<file path="src/u2d_pkg.sv">
package u2d_pkg;

  // Byte classes of UTF-8
  localparam logic [7:0] ContMask   = 8'hC0;
  localparam logic [7:0] ContCode   = 8'h80;
  localparam logic [7:0] Lead2Mask  = 8'hE0;
  localparam logic [7:0] Lead2Code  = 8'hC0;
  localparam logic [7:0] Lead3Mask  = 8'hF0;
  localparam logic [7:0] Lead3Code  = 8'hE0;
  localparam logic [7:0] FieldTerm  = 8'h00;
  localparam logic [15:0] SpaceUnit = 16'h0020;

  // Number of bytes held towards a multi-byte sequence
  typedef enum logic [1:0] {
    PEND_NONE = 2'd0,
    PEND_LEAD = 2'd1,
    PEND_CONT = 2'd2
  } pend_cnt_t;

  typedef struct packed {
    logic [7:0] lead;
    logic [7:0] cont;
    pend_cnt_t  count;
  } pend_t;

  typedef struct packed {
    logic        emit;
    logic [15:0] code_unit;
    logic        field_end;
  } dec_res_t;

  function automatic logic is_cont(input logic [7:0] b);
    return (b & ContMask) == ContCode;
  endfunction

  function automatic logic is_lead2(input logic [7:0] b);
    return (b & Lead2Mask) == Lead2Code;
  endfunction

  function automatic logic is_lead3(input logic [7:0] b);
    return (b & Lead3Mask) == Lead3Code;
  endfunction

endpackage

</file>
<file path="src/u2d_decode.sv">
// Next-state and result logic for one byte against the held sequence.
module u2d_decode (
  input  u2d_pkg::pend_t    pend,
  input  logic [7:0]        byte_in,
  output u2d_pkg::pend_t    pend_nxt,
  output u2d_pkg::dec_res_t res
);

  logic cont_ok;

  assign cont_ok = u2d_pkg::is_cont(byte_in);

  always_comb begin
    pend_nxt      = '{lead: 8'h00, cont: 8'h00, count: u2d_pkg::PEND_NONE};
    res.emit      = 1'b0;
    res.code_unit = 16'h0000;
    res.field_end = 1'b0;
    if (pend.count == u2d_pkg::PEND_LEAD && cont_ok) begin
      if (u2d_pkg::is_lead2(pend.lead)) begin
        res.emit      = 1'b1;
        res.code_unit = {5'b00000, pend.lead[4:0], byte_in[5:0]};
      end else begin
        pend_nxt.lead  = pend.lead;
        pend_nxt.cont  = byte_in;
        pend_nxt.count = u2d_pkg::PEND_CONT;
      end
    end else if (pend.count == u2d_pkg::PEND_CONT && cont_ok) begin
      res.emit      = 1'b1;
      res.code_unit = {pend.lead[3:0], pend.cont[5:0], byte_in[5:0]};
    end else begin
      // Nothing held, or the held lead lacks its continuation: start afresh.
      if (byte_in == u2d_pkg::FieldTerm) begin
        res.emit      = 1'b1;
        res.code_unit = u2d_pkg::SpaceUnit;
        res.field_end = 1'b1;
      end else if (!byte_in[7]) begin
        res.emit      = 1'b1;
        res.code_unit = {8'h00, byte_in};
      end else if (u2d_pkg::is_lead2(byte_in) || u2d_pkg::is_lead3(byte_in)) begin
        pend_nxt.lead  = byte_in;
        pend_nxt.count = u2d_pkg::PEND_LEAD;
      end
    end
  end

endmodule

</file>
<file path="src/utf8_to_ucs2_decoder.sv">
// An accepted input beat passes through the input register and decode logic into the output register.
// Throughput: one byte per cycle; the input register, decode logic and result register
// form a two-stage pipeline that advances whenever the result register is free or taken.
// Bytes that produce no character (leads, stray bytes) leave the pipeline without a beat.
// Reset (rst_n low, synchronous) empties both stages and clears the held sequence.
module utf8_to_ucs2_decoder (
  input  logic        clk,
  input  logic        rst_n,
  input  logic        in_tvalid,
  output logic        in_tready,
  input  logic [7:0]  in_tdata,   // [7:0] in_byte
  output logic        out_tvalid,
  input  logic        out_tready,
  output logic [15:0] out_tdata,  // [15:0] code_unit
  output logic        out_tlast   // field_end
);

  // Input register stage.
  logic       in_vld_r;
  logic [7:0] in_byte_r;

  // Bytes held towards a multi-byte sequence.
  u2d_pkg::pend_t pend_r;
  u2d_pkg::pend_t pend_nxt;

  // Result register stage.
  logic        out_vld_r;
  logic [15:0] out_unit_r;
  logic        out_last_r;

  u2d_pkg::dec_res_t res;
  logic              out_free;
  logic              advance;

  u2d_decode u_decode (
    .pend     (pend_r),
    .byte_in  (in_byte_r),
    .pend_nxt (pend_nxt),
    .res      (res)
  );

  // The result register can take a new value when it is empty or being read
  // this cycle. The decoded byte moves on only then, so the held sequence
  // and the result always stay in step.
  assign out_free  = !out_vld_r || out_tready;
  assign advance   = in_vld_r && out_free;
  assign in_tready = !in_vld_r || advance;

  always_ff @(posedge clk) begin
    if (!rst_n) begin
      in_vld_r <= 1'b0;
    end else if (in_tready) begin
      in_vld_r <= in_tvalid;
    end
  end

  always_ff @(posedge clk) begin
    if (in_tready && in_tvalid) begin
      in_byte_r <= in_tdata;
    end
  end

  always_ff @(posedge clk) begin
    if (!rst_n) begin
      pend_r <= '{lead: 8'h00, cont: 8'h00, count: u2d_pkg::PEND_NONE};
    end else if (advance) begin
      pend_r <= pend_nxt;
    end
  end

  always_ff @(posedge clk) begin
    if (!rst_n) begin
      out_vld_r <= 1'b0;
    end else if (out_free) begin
      out_vld_r <= advance && res.emit;
    end
  end

  always_ff @(posedge clk) begin
    if (advance && res.emit) begin
      out_unit_r <= res.code_unit;
      out_last_r <= res.field_end;
    end
  end

  assign out_tvalid = out_vld_r;
  assign out_tdata  = out_unit_r;
  assign out_tlast  = out_last_r;

endmodule

</file>
<file path="config.mk">
export PLATFORM = sky130hd
export DESIGN_NAME = utf8_to_ucs2_decoder
export DESIGN_NICKNAME = d
export VERILOG_FILES = /design/src/u2d_pkg.sv /design/src/u2d_decode.sv /design/src/utf8_to_ucs2_decoder.sv
export SDC_FILE = /design/constraint.sdc
export NUM_CORES = 1
export LEC_CHECK = 0
export BUFFER_PORTS_ARGS = -buffer_cell sky130_fd_sc_hd__buf_2
export CAP_MARGIN = 10
export CORE_ASPECT_RATIO = 1.4
export CORE_UTILIZATION = 51
export CTS_BUF_LIST = sky130_fd_sc_hd__clkbuf_4
export CTS_CLUSTER_SIZE = 24
export DETAILED_ROUTE_END_ITERATION = 10
export HOLD_SLACK_MARGIN = 0.03
export PLACE_DENSITY = 0.8
export SLEW_MARGIN = 20
export SYNTH_ARGS = -nofsm -noshare
export SYNTH_HDL_FRONTEND = slang
export SYNTH_HIERARCHICAL = 1
export SYNTH_SLANG_ARGS = --single-unit
</file>
<file path="constraint.sdc">
create_clock -name clk -period 3 [get_ports clk]
set_input_delay 0.15 -clock clk [delete_from_list [all_inputs] [get_ports clk]]
set_output_delay 0.15 -clock clk [all_outputs]
set_load 0.03 [all_outputs]
</file>
## Yosys cells after proc, flatten, opt, wreduce, memory -nomap -nowiden

Cells that the tools add are included.

- Word-level logic and storage cells: 46
- Input port bits: 12
- Output and inout bits: 19
- Flip-flop bits (word level): 43

- Reduce and logical (&&, ||, !) cells: 13
- Mux-type cells: 18
- Equality and inequality tests: 7

Operator list:

| cell | count |
|---|---|
| $mux W17 | 5 |
| $mux W8 | 5 |
| $mux W18 | 1 |
| $logic_not A8 Y1 | 1 |
| $mux W2 | 4 |
| $eq A3 B3 Y1 const B | 2 |
| $mux W6 | 1 |
| $logic_and A1 B1 Y1 | 5 |
| $eq A2 B2 Y1 const B | 2 |
| $eq A4 B4 Y1 const B | 1 |
| $logic_or A1 B1 Y1 | 3 |
| $eq A2 B1 Y1 const B | 1 |
| $logic_not A1 Y1 | 2 |
| $mux W1 | 2 |
| $ne A2 B2 Y1 const B | 1 |
| $reduce_and A2 Y1 | 1 |
| $reduce_or A2 Y1 | 1 |

## Depth between registers and ports, before layout

Gate-level depths: netlist of the first run.

- Word-level depth: 7
- Mapped depth: 7
- Depth with buffers taken out: 5

## Cells and area by module

Netlist of the first run, hierarchy kept.

Modules (own cells, without submodules):

| module | cells an instance | times used | area each (um^2) | sequential area each (um^2) |
|---|---|---|---|---|
| utf8_to_ucs2_decoder | 115 | 1 | 1,574.0 | 1,151.1 |
| u2d_decode | 55 | 1 | 437.9 | 0.0 |

## Least setup slack after synthesis of the first run

OpenSTA, ideal clock, no wires.

- Path kind: register -> register
- Start: register in_byte_r[6]
- End: register out_unit_r[0], in the netlist out_tdata[0] (enable)
- Required time: 2.610 ns
- Buffers on the path: 1
- Arrival time: 1.822 ns
- Clock period less this slack: 2.212 ns
- Stages on the path, launching flop included: 6
- Path slack: 0.788 ns
- Setup time: 0.390 ns
- Path through: edfxtp_1 > buf_6 > nand4bb_4 > o221ai_1 > nand2_1 > nor2_1

RTL lines:

| what | RTL line | RTL |
|---|---|---|
| start, declared | utf8_to_ucs2_decoder.sv:20 | `logic [7:0] in_byte_r;` |
| start signal, assigned | utf8_to_ucs2_decoder.sv:59 | `in_byte_r <= in_tdata;` |
| end signal, assigned | utf8_to_ucs2_decoder.sv:81 | `out_unit_r <= res.code_unit;` |
| end, declared | utf8_to_ucs2_decoder.sv:28 | `logic [15:0] out_unit_r;` |

==> flow_metrics.tcl, run 1 <==
set metrics [dict create \
    overflow 0 \
    syn_area_um2 1930 \
    chipWidth_um 53.9 \
    htreeDepth 2 \
    synth_fp_nets 172 \
    clock-sinks 43 \
    clockBufferDepth 2 \
    wl_per_cell_um 14.6 \
    area_growth_pct 14.8 \
    core.rowCount 26 \
    dpl_cell_area_um2 2070 \
    ys_warn_count 6 \
    port-buffer-count 30 \
    pin_count 31 \
    hold_violations 0 \
    powerDensity_nw_per_um2 461 \
    slew_headroom 0.306 \
    chipHeight_um 74.7 \
    hold_class "primary input to flop" \
    routed_wl_mm 3.53 \
    skew_ns 0.0165 \
    required_ns 3.06 \
    coreArea_um2 3640 \
    antenna_found_initial 0 \
    grt_pass1_wl_mm 5.75 \
    drv_cap 0 \
    worstSetupPathType "flop to flop" \
    firstDrtPassIters 4 \
    clk_pin_slew_ns 0.11 \
    critPathArrivalTime_ns 1.89 \
    setup_viol 0 \
    irDropWorstVdd_mv 0.392 \
    nets 210 \
    detail-route-antenna-nets 0 \
    fmax_mhz 547 \
    dp_hpwl_mm 2.47 \
    design_area_um2 2210 \
    critical_path.endpoint_type "flop" \
    grt_max_degree 35 \
    run_status "finished clean" \
    synthCells 160 \
    cts_tree "done" \
    gp_congestion 0.830 \
    drv_slew 0 \
    syn_area_per_cell_um2 12.0 \
    viasPerCell 5.56 \
    drcViolationCount 0 \
    grt_util_all_layers 0.207 \
    tightest_slew_ns 1.04 \
    worst-path-max-fanout 17 \
    vias 1341 \
    grt_pass1_vias 1302 \
    design.die.area_um2 4030 \
    start_kind "flop" \
    root_buffer "clkbuf_4" \
    initial_core_util 0.529 \
    fin_tns_setup_ns 0 \
    p_leak_uw 0.000832 \
    rsz0062_at_grt "no" \
    antenna_cells 0 \
    clk_latency_ns 0.36 \
    drive_above_1_share 0.241 \
    cts_buffers 5 \
    min_period_ns 1.83 \
    drt_iter0_drc 28 \
    timing.final.crit_share 0.609 \
]
[flip-flops by register name (all words and copies together), names as in the netlist]
name and flops:
in_byte_r 8, in_vld_r 1, out_tdata 16, out_tlast 1, out_tvalid 1, pend_r 16
[placed cells by master, fill, tap and decap left out, types with 2 or more instances in the layout]
cell type / instances
nand2_1: 37
buf_2: 30
edfxtp_1: 25
dfxtp_1: 18
mux2i_1: 16
a22o_1: 9
dlygate4sd3_1: 8
and2_1: 6
clkbuf_4: 6
and3_1: 6
nor3b_1: 5
nor2b_1: 4
a21oi_1: 3
nor2_1: 2
a21oi_2: 2
o21a_1: 2
[report_power, final]
part	leakage [µW]	switching [µW]	internal [µW]
Sequential	0.000388	14.5	640
Combinational	0.000408	46.8	36.2
Clock	0.0000356	180	101
[routing by layer]
| metal | vias up | routed length, µm | global-route usage |
|---|---|---|---|
| li1 | 650 | - | - |
| met1 | 633 | 1290 | 0.215 |
| met2 | 49 | 1940 | 0.355 |
| met3 | 9 | 203 | 0.0687 |
| met4 | 0 | 95 | 0.120 |
| met5 | - | 0 | 0 |
[critical path: stages (launching register included)]
cell and delay, ns:
edfxtp_1 0.50, nand4bb_4 0.31, o221ai_1 0.31, nand2_1 0.09
nor2_1 0.08, buf_4 0.25
[path summary, 6_finish.rpt]
check	cells after the start	endpoint	startpoint	slack, ns
max	5	out_tdata[6]$_DFFE_PP_	in_byte_r[6]$_DFFE_PP_	1.17
min	3	in_vld_r$_SDFFE_PN0P_	in_tvalid	0.05
max reg2reg	5	out_tdata[6]$_DFFE_PP_	in_byte_r[6]$_DFFE_PP_	1.17
min reg2reg	2	pend_r[5]$_SDFFE_PN0P_	pend_r[5]$_SDFFE_PN0P_	0.47
[area by class of cell]
type | instances | area, µm²
Clock buffer | 6 | 45.0
Clock inverter | 2 | 13.8
Fill cell | 319 | 1430
Multi-Input combinational cell | 109 | 751
Sequential cell | 43 | 1110
Tap cell | 42 | 52.6
Timing Repair Buffer | 39 | 238
[through the flow]
step                worst slack [ns]   util  std cells  hold WS [ns]  total power (µW)
floorplan                      0.788      -        160         0.249               724
global placement                1.23  0.569        225         0.328               740
detailed placement              1.18  0.569        225         0.328               742
CTS                             1.17  0.607        241        0.0501              1020
global route                    1.09  0.607        241        0.0756              1060
finish                          1.17  0.607        241        0.0516              1020
[timing repair]
item                                   4_1_cts  5_1_grt
setup buffers                                0        0
endpoints found under the hold margin        8        0
hold buffers                                 8        0
gates resized for setup                      0        0
setup endpoints to repair                    0        0
Note: power is estimated with default switching activity, not from simulation.
==> inputs of run 2 (changes only) <==
--- a/config.mk
+++ b/config.mk
@@ -13,7 +13,7 @@
 export CTS_CLUSTER_SIZE = 24
 export DETAILED_ROUTE_END_ITERATION = 10
 export HOLD_SLACK_MARGIN = 0.03
-export PLACE_DENSITY = 0.8
+export PLACE_DENSITY = 0.83
 export SLEW_MARGIN = 20
 export SYNTH_ARGS = -nofsm -noshare
 export SYNTH_HDL_FRONTEND = slang
==> constraint.sdc (replaced) <==
create_clock -name clk -period 1.65 [get_ports clk]
set_input_delay 0.0825 -clock clk [delete_from_list [all_inputs] [get_ports clk]]
set_output_delay 0.0825 -clock clk [all_outputs]
set_load 0.03 [all_outputs]
==> run 2 against run 1 <==
Effect of this change: non-clock buffer count up 11; clock power up 140%; worst hold slack better by 0.024 ns; combinational power up 110%; global-route usage up 0.63 points; via count up 3.5%; maximum frequency up 15%; clock skew down 0.012 ns; final cell count up 4.6%; cell area up 6.7%; largest power group unchanged.
==> flow_metrics.tcl, run 2 (synthesized netlist as in run 1, its figures left out) <==
set metrics [dict create \
    drt_iter0_drc 31 \
    switchingPower_uw 468 \
    worstSetupPathType "flop to flop" \
    run_status "finished clean" \
    antenna_found_initial 0 \
    clk_latency_ns 0.36 \
    coreArea_um2 3640 \
    required_ns 1.74 \
    rsz0062_at_grt "yes" \
    start_kind "flop" \
    nets 221 \
    hold_violations 0 \
    chipWidth_um 53.9 \
    detail-route-antenna-nets 0 \
    htreeDepth 2 \
    setup_viol 0 \
    firstDrtPassIters 4 \
    power.internal_uw 1560 \
    gp_congestion 0.798 \
    path_cells "nand4bb_4, o221ai_4, nand2_2, nor2_4, buf_12" \
    dp_hpwl_mm 2.57 \
    irDropWorstVdd_mv 0.716 \
    tightest_slew_ns 0.557 \
    r2r_slack_ns 0.06 \
    fmax_mhz 629 \
    dp_slack_ns 0.0587 \
    viasPerCell 5.51 \
    worst_path_max_delay_cell "edfxtp_1" \
    seqPwrFrac 0.584 \
    initial_core_util 0.529 \
    timing.final.crit_share 0.963 \
    worst-path-max-fanout 17 \
    slew_headroom 0.629 \
    overflow 0 \
    wl_per_cell_um 14.8 \
    path_buf_inv 1 \
    drive_above_1_share 0.290 \
    r2r-start "in_byte_r[6]$_DFFE_PP_" \
    fillCellCount 271 \
    grt_util_all_layers 0.214 \
    grt_max_degree 35 \
    worst-r2r-cell-count 5 \
    switching_share 0.231 \
    hold_class "primary input to flop" \
    routed_wl_mm 3.73 \
    chipHeight_um 74.7 \
    drv_cap 0 \
    final_cell_mix "nand2_1, buf_2, edfxtp_1" \
    power.total_uw 2030 \
    powerDensity_nw_per_um2 860 \
    layout_commonest_cell "nand2_1" \
    critPathTopFamily "simple AND/OR/NAND/NOR gates" \
    p_leak_uw 0.000900 \
    hold_depth 4 \
    multi_input_area_um2 778 \
    skew_ns 0.00401 \
    cts_tree "done" \
    p_clk_frac 0.329 \
    worst_slack_ns 0.0604 \
    place_inst 233 \
    cts_buffers 5 \
    design.die.area_um2 4030 \
    design_area_um2 2360 \
    root_buffer "clkbuf_4" \
    core.rowCount 26 \
    critPathArrivalTime_ns 1.68 \
    grt_pass1_vias 1372 \
    hold_slack_ns 0.0760 \
    clk_pin_slew_ns 0.12 \
    dpl_cell_area_um2 2160 \
    drv_slew 0 \
    antenna_cells 0 \
    power_frac_comb 0.087 \
    drcViolationCount 0 \
    pin_count 31 \
    vias 1388 \
    whs_endpoint "out_tvalid$_SDFFE_PN0P_" \
    grt_pass1_wl_mm 5.90 \
    clock-sinks 43 \
    r2r-end "out_tdata[5]$_DFFE_PP_" \
    critical_path.endpoint_type "flop" \
    port-buffer-count 30 \
    layout.cells.non_filler 252 \
    critPathMaxStageDelay_ns 0.42 \
    holdCritStartpoint "out_tready" \
    seqCellArea_um2 1110 \
    min_period_ns 1.59 \
    clockBufferDepth 2 \
    area_growth_pct 22.5 \
]
[run 2: layer usage]
metal,vias up,part of all wire,track usage
li1,672,-,-
met1,646,0.37,0.204
met2,54,0.55,0.379
met3,16,0.052,0.0687
met4,0,0.032,0.137
met5,-,0,0
[run 2: metrics by stage]
stage               TNS (ns)  utilization
CTS                        0        0.639
detailed placement         0        0.592
finish                     0        0.647
global placement           0        0.592
floorplan             -0.972            -
global route          -0.119        0.647
[run 2: area by class of cell]
type / count / share of cell area
sequential: 43 / 0.471
multi-input combinational: 109 / 0.330
timing repair buffer: 50 / 0.142
tap: 42 / 0.0223
clock inverter: 3 / 0.0186
clock buffer: 5 / 0.0159
[run 2: power groups by stage]
stage | combinational (µW) | sequential (µW) | clock, µW
2_1_floorplan | 91.6 | 1230 | 0
3_3_place_gp | 149 | 1210 | 0
5_1_grt | 188 | 1190 | 709
3_5_place_dp | 153 | 1210 | 0
6_report | 176 | 1190 | 667
4_1_cts | 170 | 1190 | 681
[run 2: repair_timing]
item | CTS | global route
hold buffers | 9 | 0
gates resized for setup | 0 | 2
endpoints found under the setup margin | 0 | 19
hold endpoints to repair | 9 | 0
buffers inserted | 0 | 2
[run 2: worst max path at each step]
stage / start / cells past startpoint / endpoint
global route: in_byte_r[6]$_DFFE_PP_ / 5 / out_tdata[14]$_DFFE_PP_
detailed placement: in_byte_r[6]$_DFFE_PP_ / 5 / out_tdata[13]$_DFFE_PP_
CTS: in_byte_r[6]$_DFFE_PP_ / 5 / out_tdata[3]$_DFFE_PP_
global placement: in_byte_r[6]$_DFFE_PP_ / 5 / out_tdata[14]$_DFFE_PP_
finish: in_byte_r[6]$_DFFE_PP_ / 5 / out_tdata[5]$_DFFE_PP_
floorplan: in_byte_r[6]$_DFFE_PP_ / 5 / out_tdata[0]$_DFFE_PP_
[run 2: worst register-to-register path: stages (launching register included)]
cell,delay [ns]
edfxtp_1,0.42
nand4bb_4,0.29
o221ai_4,0.23
nand2_2,0.09
nor2_4,0.13
buf_12,0.16
